===== src/sv/mfhd_pkg.sv =====
`default_nettype none
package mfhd_pkg;

  // Bytes that make up one frame header, counted from the sync byte.
  localparam int unsigned HEADER_BYTES = 10;
  // Width of the byte position and frame length (frames of up to 2047 bytes).
  localparam int unsigned POS_W = 11;

  localparam logic [7:0] SYNC_BYTE  = 8'hFF;
  localparam logic [7:0] LAYER_MASK = 8'hF6;
  localparam logic [7:0] LAYER_VAL  = 8'hF4;

  localparam logic [3:0] BIDX_FREE = 4'd0;
  localparam logic [3:0] BIDX_BAD  = 4'd15;

  localparam logic [1:0] RIDX_44K = 2'd0;  // 44100 / 22050
  localparam logic [1:0] RIDX_48K = 2'd1;  // 48000 / 24000
  localparam logic [1:0] RIDX_32K = 2'd2;  // 32000 / 16000

  // ceil(2^22 / 49): floor(x / 49) = (x * RECIP_49) >> 22 for x below 89240
  localparam logic [16:0] RECIP_49 = 17'd85599;
  localparam int unsigned RECIP_SH = 22;

  typedef enum logic [1:0] {
    ST_OK      = 2'd0,
    ST_SYNC    = 2'd1,
    ST_BITRATE = 2'd2,
    ST_RATE    = 2'd3
  } status_e;

  localparam logic [8:0] KBPS_M1 [16] = '{
    9'd0, 9'd32, 9'd48, 9'd56, 9'd64, 9'd80, 9'd96, 9'd112,
    9'd128, 9'd160, 9'd192, 9'd224, 9'd256, 9'd320, 9'd384, 9'd0
  };
  localparam logic [8:0] KBPS_M2 [16] = '{
    9'd0, 9'd8, 9'd16, 9'd24, 9'd32, 9'd40, 9'd48, 9'd56,
    9'd64, 9'd80, 9'd96, 9'd112, 9'd128, 9'd144, 9'd160, 9'd0
  };

  // Decoded header, without the frame count.
  typedef struct packed {
    status_e     status;
    logic [10:0] frame_bytes;
    logic        is_mpeg2;
    logic        padding;
    logic [8:0]  bitrate_kbps;
    logic [15:0] sample_rate_hz;
  } dec_t;

  // One result as delivered on the output channel.
  typedef struct packed {
    status_e     status;
    logic [31:0] frame_number;
    logic [10:0] frame_bytes;
    logic        is_mpeg2;
    logic        padding;
    logic [8:0]  bitrate_kbps;
    logic [15:0] sample_rate_hz;
  } res_t;

endpackage
`default_nettype wire


===== src/sv/mfhd_decode.sv =====
`default_nettype none
module mfhd_decode
  import mfhd_pkg::*;
(
  input  logic [7:0] h0_i,
  input  logic [7:0] h1_i,
  input  logic [7:0] h2_i,
  output dec_t       dec_o
);

  logic [3:0]  bidx;
  logic [1:0]  ridx;
  logic        pad;
  logic        m2;
  logic [8:0]  kbps;
  logic [15:0] hz;
  logic [15:0] x160;
  logic [15:0] x;
  logic [32:0] prod;
  logic [10:0] k3;
  logic [11:0] k9;
  logic [10:0] base;

  always_comb begin
    bidx = h2_i[7:4];
    ridx = h2_i[3:2];
    pad  = h2_i[1];
    m2   = ~h1_i[3];
    kbps = m2 ? KBPS_M2[bidx] : KBPS_M1[bidx];

    // 44.1 kHz family: 160*kbps/49 (MPEG-1) or 320*kbps/49 (MPEG-2)
    x160 = 16'({kbps, 7'b0}) + 16'({kbps, 5'b0});
    x    = m2 ? {x160[14:0], 1'b0} : x160;
    prod = 33'(x) * 33'(RECIP_49);

    k3 = 11'({kbps, 1'b0}) + 11'(kbps);
    k9 = 12'({kbps, 3'b0}) + 12'(kbps);

    unique case (ridx)
      RIDX_44K: begin
        base = prod[RECIP_SH +: 11];
        hz   = m2 ? 16'd22050 : 16'd44100;
      end
      RIDX_48K: begin
        base = m2 ? {k3[9:0], 1'b0} : k3;
        hz   = m2 ? 16'd24000 : 16'd48000;
      end
      RIDX_32K: begin
        base = m2 ? k9[10:0] : k9[11:1];
        hz   = m2 ? 16'd16000 : 16'd32000;
      end
      default: begin
        base = '0;
        hz   = '0;
      end
    endcase

    dec_o = '0;
    priority if (h0_i != SYNC_BYTE || (h1_i & LAYER_MASK) != LAYER_VAL) begin
      dec_o.status = ST_SYNC;
    end else if (bidx == BIDX_FREE || bidx == BIDX_BAD) begin
      dec_o.status = ST_BITRATE;
    end else if (ridx != RIDX_44K && ridx != RIDX_48K && ridx != RIDX_32K) begin
      dec_o.status = ST_RATE;
    end else begin
      dec_o.status         = ST_OK;
      dec_o.frame_bytes    = base + 11'(pad);
      dec_o.is_mpeg2       = m2;
      dec_o.padding        = pad;
      dec_o.bitrate_kbps   = kbps;
      dec_o.sample_rate_hz = hz;
    end
  end

endmodule
`default_nettype wire


===== src/sv/mfhd_outbuf.sv =====
`default_nettype none
module mfhd_outbuf
  import mfhd_pkg::*;
(
  input  logic clk_i,
  input  logic rst_ni,
  input  logic push_i,
  input  res_t push_data_i,
  output logic ready_o,
  output logic out_valid_o,
  input  logic out_ready_i,
  output res_t out_data_o
);

  logic main_v_q;
  logic skid_v_q;
  res_t main_q;
  res_t skid_q;
  logic pop;

  assign pop         = main_v_q & out_ready_i;
  assign ready_o     = ~skid_v_q;
  assign out_valid_o = main_v_q;
  assign out_data_o  = main_q;

  always_ff @(posedge clk_i or negedge rst_ni) begin
    if (!rst_ni) begin
      main_v_q <= 1'b0;
      skid_v_q <= 1'b0;
    end else if (pop || !main_v_q) begin
      // Advance: skid first, else the fresh request.
      if (skid_v_q) begin
        main_v_q <= 1'b1;
        skid_v_q <= 1'b0;
      end else begin
        main_v_q <= push_i;
      end
    end else if (push_i) begin
      skid_v_q <= 1'b1;
    end
  end

  always_ff @(posedge clk_i) begin
    if (pop || !main_v_q) begin
      main_q <= skid_v_q ? skid_q : push_data_i;
    end else if (push_i) begin
      skid_q <= push_data_i;
    end
  end

endmodule
`default_nettype wire


===== src/sv/mp2_frame_header_deframer_unit.sv =====
`default_nettype none
// MPEG audio Layer II frame header deframer. Feed the compressed stream one
// byte per request on the input channel; the block takes a byte in every
// cycle but for the stall below. The first HEADER_BYTES (10) bytes of a
// frame are its header: at the last of them the block checks sync, layer,
// bitrate index and sample-rate index and emits one result (status, running
// count of good headers, frame length in bytes, MPEG-2 flag, padding,
// bitrate and sample rate). The rest of a good frame is skipped without
// results; after a bad header the hunt restarts at the very next byte. A
// byte passes an input register before it is handled. The frame length is
// a table lookup plus, for the 44.1 kHz family, one multiply by a
// reciprocal of 49, done combinationally. Results leave through a two-entry
// output buffer; the input stalls only while both entries hold results
// that have not been taken.
module mp2_frame_header_deframer_unit
  import mfhd_pkg::*;
(
  input  logic        clk_i,
  input  logic        rst_ni,
  input  logic        in_valid_i,
  output logic        in_ready_o,
  input  logic [7:0]  data_byte_i,
  output logic        out_valid_o,
  input  logic        out_ready_i,
  output logic [1:0]  status_o,
  output logic [31:0] frame_number_o,
  output logic [10:0] frame_bytes_o,
  output logic        is_mpeg2_o,
  output logic        padding_o,
  output logic [8:0]  bitrate_kbps_o,
  output logic [15:0] sample_rate_hz_o
);

  // Input register.
  logic       byte_v_q;
  logic [7:0] byte_q;

  // Deframing state.
  logic [POS_W-1:0] pos_q, pos_d;
  logic [POS_W-1:0] len_q, len_d;
  logic [31:0]      cnt_q, cnt_d;
  logic [7:0]       hdr_q [3];

  logic             buf_ready;
  logic             step;
  logic             push;
  logic [POS_W:0]   pos_inc;
  dec_t             dec;
  res_t             res;
  res_t             out_res;

  assign in_ready_o = ~byte_v_q | buf_ready;
  assign step       = byte_v_q & buf_ready;
  assign pos_inc    = {1'b0, pos_q} + 1'b1;

  mfhd_decode u_decode (
    .h0_i  (hdr_q[0]),
    .h1_i  (hdr_q[1]),
    .h2_i  (hdr_q[2]),
    .dec_o (dec)
  );

  always_comb begin
    pos_d = pos_q;
    len_d = len_q;
    cnt_d = cnt_q;
    push  = 1'b0;

    res.status         = dec.status;
    res.frame_number   = cnt_q;
    res.frame_bytes    = dec.frame_bytes;
    res.is_mpeg2       = dec.is_mpeg2;
    res.padding        = dec.padding;
    res.bitrate_kbps   = dec.bitrate_kbps;
    res.sample_rate_hz = dec.sample_rate_hz;

    if (step) begin
      priority if ({1'b0, pos_q} >= (POS_W + 1)'(HEADER_BYTES)) begin
        // Skip the frame body, wrap to the next header at its end.
        pos_d = (pos_inc >= {1'b0, len_q}) ? '0 : pos_inc[POS_W-1:0];
      end else if (pos_inc < (POS_W + 1)'(HEADER_BYTES)) begin
        pos_d = pos_inc[POS_W-1:0];
      end else begin
        push = 1'b1;
        if (dec.status == ST_OK) begin
          cnt_d            = cnt_q + 32'd1;
          res.frame_number = cnt_d;
          len_d            = dec.frame_bytes;
          pos_d = (dec.frame_bytes <= POS_W'(HEADER_BYTES)) ? '0
                                                             : POS_W'(HEADER_BYTES);
        end else begin
          // Hunt again from the next byte.
          pos_d = '0;
        end
      end
    end
  end

  always_ff @(posedge clk_i or negedge rst_ni) begin
    if (!rst_ni) begin
      byte_v_q <= 1'b0;
      pos_q    <= '0;
      len_q    <= '0;
      cnt_q    <= '0;
    end else begin
      if (in_ready_o) begin
        byte_v_q <= in_valid_i;
      end
      pos_q <= pos_d;
      len_q <= len_d;
      cnt_q <= cnt_d;
    end
  end

  // Payload: byte register and the header bytes that the check reads.
  always_ff @(posedge clk_i) begin
    if (in_ready_o && in_valid_i) begin
      byte_q <= data_byte_i;
    end
    if (step && pos_q < POS_W'(3)) begin
      hdr_q[pos_q[1:0]] <= byte_q;
    end
  end

  mfhd_outbuf u_outbuf (
    .clk_i       (clk_i),
    .rst_ni      (rst_ni),
    .push_i      (push),
    .push_data_i (res),
    .ready_o     (buf_ready),
    .out_valid_o (out_valid_o),
    .out_ready_i (out_ready_i),
    .out_data_o  (out_res)
  );

  assign status_o         = out_res.status;
  assign frame_number_o   = out_res.frame_number;
  assign frame_bytes_o    = out_res.frame_bytes;
  assign is_mpeg2_o       = out_res.is_mpeg2;
  assign padding_o        = out_res.padding;
  assign bitrate_kbps_o   = out_res.bitrate_kbps;
  assign sample_rate_hz_o = out_res.sample_rate_hz;

  // Body skipping only happens for frames longer than the header.
  a_skip_long: assert property (@(posedge clk_i) disable iff (!rst_ni)
    ({1'b0, pos_q} >= (POS_W + 1)'(HEADER_BYTES)) |-> (len_q > POS_W'(HEADER_BYTES)))
    else $error("skipping a frame body with a short frame length");

  // A good header bumps the frame count by exactly one.
  a_count_ok: assert property (@(posedge clk_i) disable iff (!rst_ni)
    (push && res.status == ST_OK) |=> (cnt_q == $past(cnt_q) + 32'd1))
    else $error("frame count did not advance on a good header");

  // No count change without a good header result.
  a_count_hold: assert property (@(posedge clk_i) disable iff (!rst_ni)
    !(push && res.status == ST_OK) |=> (cnt_q == $past(cnt_q)))
    else $error("frame count changed without a good header");

  // The input stalls only while results are waiting at the output.
  a_stall_cause: assert property (@(posedge clk_i) disable iff (!rst_ni)
    !in_ready_o |-> out_valid_o)
    else $error("input stalled with no result pending");

endmodule
`default_nettype wire

===== config.mk =====
export PLATFORM = sky130hd
export DESIGN_NAME = mp2_frame_header_deframer_unit
export DESIGN_NICKNAME = d
export VERILOG_FILES = /design/src/sv/mfhd_pkg.sv /design/src/sv/mfhd_decode.sv /design/src/sv/mfhd_outbuf.sv /design/src/sv/mp2_frame_header_deframer_unit.sv
export SDC_FILE = /design/constraint.sdc
export NUM_CORES = 1
export LEC_CHECK = 0
export BUFFER_PORTS_ARGS = -buffer_cell sky130_fd_sc_hd__buf_2
export CELL_PAD_IN_SITES_DETAIL_PLACEMENT = 0
export CELL_PAD_IN_SITES_GLOBAL_PLACEMENT = 1
export CORE_AREA = 2 2 188 190
export DETAILED_ROUTE_END_ITERATION = 10
export DIE_AREA = 0 0 190 192
export PLACE_DENSITY_LB_ADDON = 0.25
export SYNTH_ARGS = -nofsm -noshare
export SYNTH_HDL_FRONTEND = slang
export SYNTH_SLANG_ARGS = --single-unit

===== constraint.sdc =====
create_clock -name clk_i -period 15.9 [get_ports clk_i]
set_input_delay 1.59 -clock clk_i [delete_from_list [all_inputs] [get_ports clk_i]]
set_output_delay 1.59 -clock clk_i [all_outputs]
set_load 0.03 [all_outputs]

==> flow_summary.ini, run 1 <==
[timing]
setup_skew_ps = 24.1
max_slew.worst_pin.slew_ps = 1120
achievable-frequency_ghz = 0.104
timing.slew.headroom_pct = 24.5
period_needed_ps = 9610
setup_viol = 0
tcrit_tclk_final_pct = 60.4
drv_slew = 0
timing_hold_violations_final = 0
tns_ps = 0
grt_setup_unrepaired = no

[routing]
number_of_design_rule_violations_left_by_the_first_detailed_router_iteration = 394
route.antenna.remaining_nets = 0
first_pass_iters = 4
wirelength_um = 30100
routed_via_density = 5.16
avgRoutedWirePerCell_um = 17.4
dr_total_vias = 8937
drc_errors = 0

[clock_network]
cts.repair_timing.setup_buffer_count = 0
cts_htree_levels = 1
cts_tree = yes
clk_path_buf_depth = 3
cts_inserted_buffers = 24
worst_skew_pair.late_latency_ps = 520
cts_repair_resize_count = 0
root_buffer = clkbuf_16
clock_sinks = 217
path_clk_slew_ps = 60
cts-hold-fix-buffers = 0

[floorplan]
floorplan.initialDensity_pct = 39.7
die_area_mm2 = 0.0365
rows = 68
core-area_mm2 = 0.0343
top_level_ports = 86
die_h_um = 192
fp.dieW_um = 190

[synth]
synth_seq_area_share_pct = 45.7
synth_top_area_share_pct = 35.3
synth_area_leader_cell = edfxtp_1
post_synth_num_cell_types = 100
synth_top_flop_cell = edfxtp_1
yosys_warnings = 0
synthCells = 1184
netlist_area_pre_place_mm2 = 0.0136
synth-edff-count = 160
post_synth.cell_area_avg_um2 = 11.5
ys_async_sr_fraction_pct = 26.3
synth.area.top_cells = edfxtp_1 35%, ha_1 12%, dfrtp_1 10%
synth.ff_latch_count = 217

[layout]
layout_common_cells = 160 x edfxtp_1, 133 x ha_1, 115 x inv_1
antenna_cells_inserted = 0
fillers = 3225
layout_area_overhead_pct = 11.8
final_layout_size_suffix_gt1_share_pct = 17.6
final_net_count = 1439
layout_commonest_cell = edfxtp_1

[global_route]
grt_use_total_pct = 16.9
via_count_of_the_first_global_routing_pass = 9071
globalRoute.totalOverflow = 0
grt_pass1_wl_um = 49400
grt_antenna_before_repair = 0
largest_net_degree_at_the_start_of_global_routing = 68

[placed_design]
finalWeightedCongestion = 0.829
dp_hpwl_um = 22300
portBuffers = 79

[min_path]
min_to = hdr_q[0][0]
min_path_cells = 0
worstHoldStart = byte_q[0]
worstHoldPathType = reg -> reg

[setup_path]
crit_arrival_ps = 9870
path_class = reg -> reg
worst-path-buf-inv = 6
cp_top_family = adder cells
worstReg2RegEnd = u_outbuf.out_data_o[37]
worst_path_most_repeated_cell = ha_1
critPathMaxFanout = 42
critPathSlowestCell = fa_1
r2r.worst_path.cells = 37
r2r_setup_slack_ps = 6290
regToRegStartpoint = hdr_q[1][3]
critPathRequiredTime_ps = 16160
critPathMaxStageDelay_ps = 700
endpoint_kind = register
critPathLaunchType = register

[status]
outcome = complete, no violations

[run]
maxCapViolations = 0
## worst register-to-register path, delay by kind of cell, from the launching register on
family                   cells  cell delay (ps)
adder cells (fa/ha/maj)     10             3800
AND/OR/NAND/NOR             11             2000
AO/OA/AOI/OAI                7             1620
buffers and inverters        6             1070
flip-flops                   1              320
XOR/XNOR                     2              290
multiplexers                 1              250
## layout make-up
type	instances	area (um2)	area share, %
flip-flops and latches	217	6230	41.0
clock buffers	33	684	4.50
repair buffers	86	448	2.94
well taps	455	569	3.74
inverters	118	443	2.91
clock inverters	11	81.3	0.534
multi-input cells	811	6760	44.4
## cell usage after synthesis (all sizes together), types with 29 or more instances
| cell | count |
|---|---|
| dfrtp | 57 |
| a21oi | 44 |
| nor2 | 62 |
| ha | 133 |
| and3 | 29 |
| inv | 118 |
| fa | 36 |
| xor2 | 29 |
| nand2 | 90 |
| mux2 | 53 |
| edfxtp | 160 |
| o21ai | 45 |
## logic make-up after synthesis
family,count (synthesis),share of synthesized area [%]
DFF,217,45.7
buffers and inverters,161,4.86
xor gates and xnor gates,54,3.69
AOI/OAI and AO/OA,204,10.4
other,1,0.0275
muxes,59,4.82
and+or+nand+nor,319,12.9
adders and majority gates,169,17.5
## registers in the layout (all words and copies together), names as in the netlist
signal,flops
u_outbuf.skid_v_q,1
u_outbuf.out_data_o,65
cnt_q,32
hdr_q,22
byte_v_q,1
pos_q,11
byte_q,8
len_q,11
u_outbuf.out_valid_o,1
u_outbuf.skid_q,65
## worst max path at each step
stage / startpoint / to / slack (ps) / cells past startpoint
finish: hdr_q[1][3] / u_outbuf.out_data_o[37] / 6290 / 37
global route: hdr_q[1][3] / u_outbuf.out_data_o[37] / 5410 / 37
CTS: hdr_q[1][3] / u_outbuf.out_data_o[37] / 6240 / 37
detailed placement: hdr_q[1][3] / u_outbuf.out_data_o[37] / 6280 / 37
global placement: hdr_q[1][3] / u_outbuf.out_data_o[37] / 6390 / 37
floorplan: hdr_q[1][3] / u_outbuf.out_data_o[37] / 7180 / 35
## through the flow
step	setup WS, ps	cell area, um2	hold WS [ps]	util, %	std cells
4_1_cts	6240	15200	435	44.4	1731
3_5_place_dp	6280	14500	423	42.2	1687
6_report	6290	15200	434	44.4	1731
3_3_place_gp	6390	14500	410	42.2	1687
2_1_floorplan	7180	13600	400	-	1189
5_1_grt	5410	15200	445	44.4	1731
## metal layers
layer  up-vias  wire length [um]  GRT usage [%]
li1       4399                 -              -
met1      4378             15100           24.8
met2       140             13700           27.7
met3        20               967           1.92
met4         0               299           2.33
met5         -                 0              0
Power of run 1 is not shown: default switching activity piles up to over one toggle a cycle in this logic, so the estimate is an artifact.
==> run 2, diff against run 1 <==
- clock period: 15.9 -> 10 ns (I/O delays scaled with it)
==> run 2 against run 1 <==
Against the previous run:
- via count grew 1.3%
- die area is the same
- worst hold slack lost 16 ps
- register-to-register slack lost 5500 ps
- sequential share of layout area shrank 0.16 points
- final cell count grew 0.12%
- critical path depth shrank 1
- global-route usage grew 0.26 points
- largest cell class unchanged
- highest routed layer unchanged
==> flow_summary.ini, run 2 (synthesized netlist as in run 1, its figures left out) <==
[setup_path]
endpoint_kind = register
r2r.worst_path.cells = 36
worst_path_most_repeated_cell = ha_1
path_class = reg -> reg
critPathSlowestCell = fa_1
worstReg2RegEnd = u_outbuf.out_data_o[37]
critPathRequiredTime_ps = 10270
crit_arrival_ps = 9430
critPathMaxFanout = 35
critPathMaxStageDelay_ps = 690
r2r_setup_slack_ps = 840
regToRegStartpoint = hdr_q[1][3]
cp-startpoint = hdr_q[1][3]
critPathLaunchType = register

[layout]
layout_area_overhead_pct = 12.2
layout_commonest_cell = edfxtp_1
stdcell_count = 1733
antenna_cells_inserted = 0
final_net_count = 1441
fillers = 3209
layout_common_cells = 160 x edfxtp_1, 133 x ha_1, 114 x inv_1
fin_area_mm2 = 0.0153
final_layout_size_suffix_gt1_share_pct = 18.2

[run]
maxCapViolations = 0

[floorplan]
top_level_ports = 86
rows = 68
fp.dieW_um = 190
die_area_mm2 = 0.0365
core-area_mm2 = 0.0343
die_h_um = 192
floorplan.initialDensity_pct = 39.7

[timing]
drv_slew = 0
period_needed_ps = 9160
timing.slew.headroom_pct = 39.9
tns_ps = 0
timing_hold_violations_final = 0
tcrit_tclk_final_pct = 91.6
achievable-frequency_ghz = 0.109
whs_ps = 418
max_slew.worst_pin.slew_ps = 902
setup_skew_ps = 14.3
setup_viol = 0
grt_setup_unrepaired = no

[clock_network]
cts_tree = yes
clock_sinks = 217
clk_path_buf_depth = 3
worst_skew_pair.late_latency_ps = 520
cts_htree_levels = 1
path_clk_slew_ps = 60
cts_inserted_buffers = 24
root_buffer = clkbuf_16
cts-hold-fix-buffers = 0

[routing]
first_pass_iters = 5
routed_via_density = 5.22
drc_errors = 0
dr_total_vias = 9051
route.antenna.remaining_nets = 0
avgRoutedWirePerCell_um = 17.4
number_of_design_rule_violations_left_by_the_first_detailed_router_iteration = 487
wirelength_um = 30100

[global_route]
grt_use_total_pct = 17.2
globalRoute.totalOverflow = 0
grt_pass1_wl_um = 50000
grt_antenna_before_repair = 0
via_count_of_the_first_global_routing_pass = 9209
largest_net_degree_at_the_start_of_global_routing = 68

[placed_design]
post-place-cells = 1688
dp_hpwl_um = 22400
dpl-instance-area_mm2 = 0.0145
finalWeightedCongestion = 0.863
portBuffers = 79

[status]
outcome = complete, no violations

[min_path]
worstHoldPathType = reg -> reg
worstHoldStart = byte_q[0]
min_path_cells = 0
min_to = hdr_q[0][0]
run 2: worst max path at each step:
| stage | endpoint | slack, ps | depth (start not counted) |
|---|---|---|---|
| floorplan | u_outbuf.out_data_o[37] | 1280 | 35 |
| global placement | u_outbuf.out_data_o[37] | 720 | 36 |
| detailed placement | u_outbuf.out_data_o[37] | 540 | 36 |
| CTS | pos_q[1] | 550 | 33 |
| global route | u_outbuf.out_data_o[37] | 100 | 36 |
| finish | u_outbuf.out_data_o[37] | 840 | 36 |
run 2: layout make-up:
class / count / area (um2) / area share (%)
repair buffers: 88 / 475 / 3.11
inverters: 118 / 445 / 2.91
clock buffers: 28 / 626 / 4.09
multi-input cells: 811 / 6780 / 44.3
clock inverters: 16 / 159 / 1.04
flip-flops and latches: 217 / 6230 / 40.8
well taps: 455 / 569 / 3.72
run 2: critical path, delay by kind of cell (launching register included):
kind                     cells  cell delay (ps)
AO/OA/AOI/OAI                7             1730
XOR/XNOR                     2              310
adder cells (fa/ha/maj)     10             3790
buffers and inverters        5              590
flip-flops                   1              560
multiplexers                 1              250
AND/OR/NAND/NOR             11             1680
run 2: metrics by stage:
stage                     utilization, %  setup WS (ps)
after global placement              42.2            718
after CTS                           44.5            545
after floorplan                        -           1280
final                               44.6            838
after global routing                44.6            100
after detailed placement            42.2            544
run 2: routing by layer:
metal,up-vias,global-route usage (%),share of wire [%]
met5,-,0,0
met4,0,3.64,1.9
met3,38,1.92,3.7
met2,181,27.4,44
met1,4426,25.3,50
li1,4406,-,-
run 2: timing repair:
action                                 CTS  global route
setup endpoints to repair                0             4
setup buffers                            0             1
gates resized for setup                  0             6
endpoints found under the hold margin    0             0
Power of run 2 is left out for the same reason.
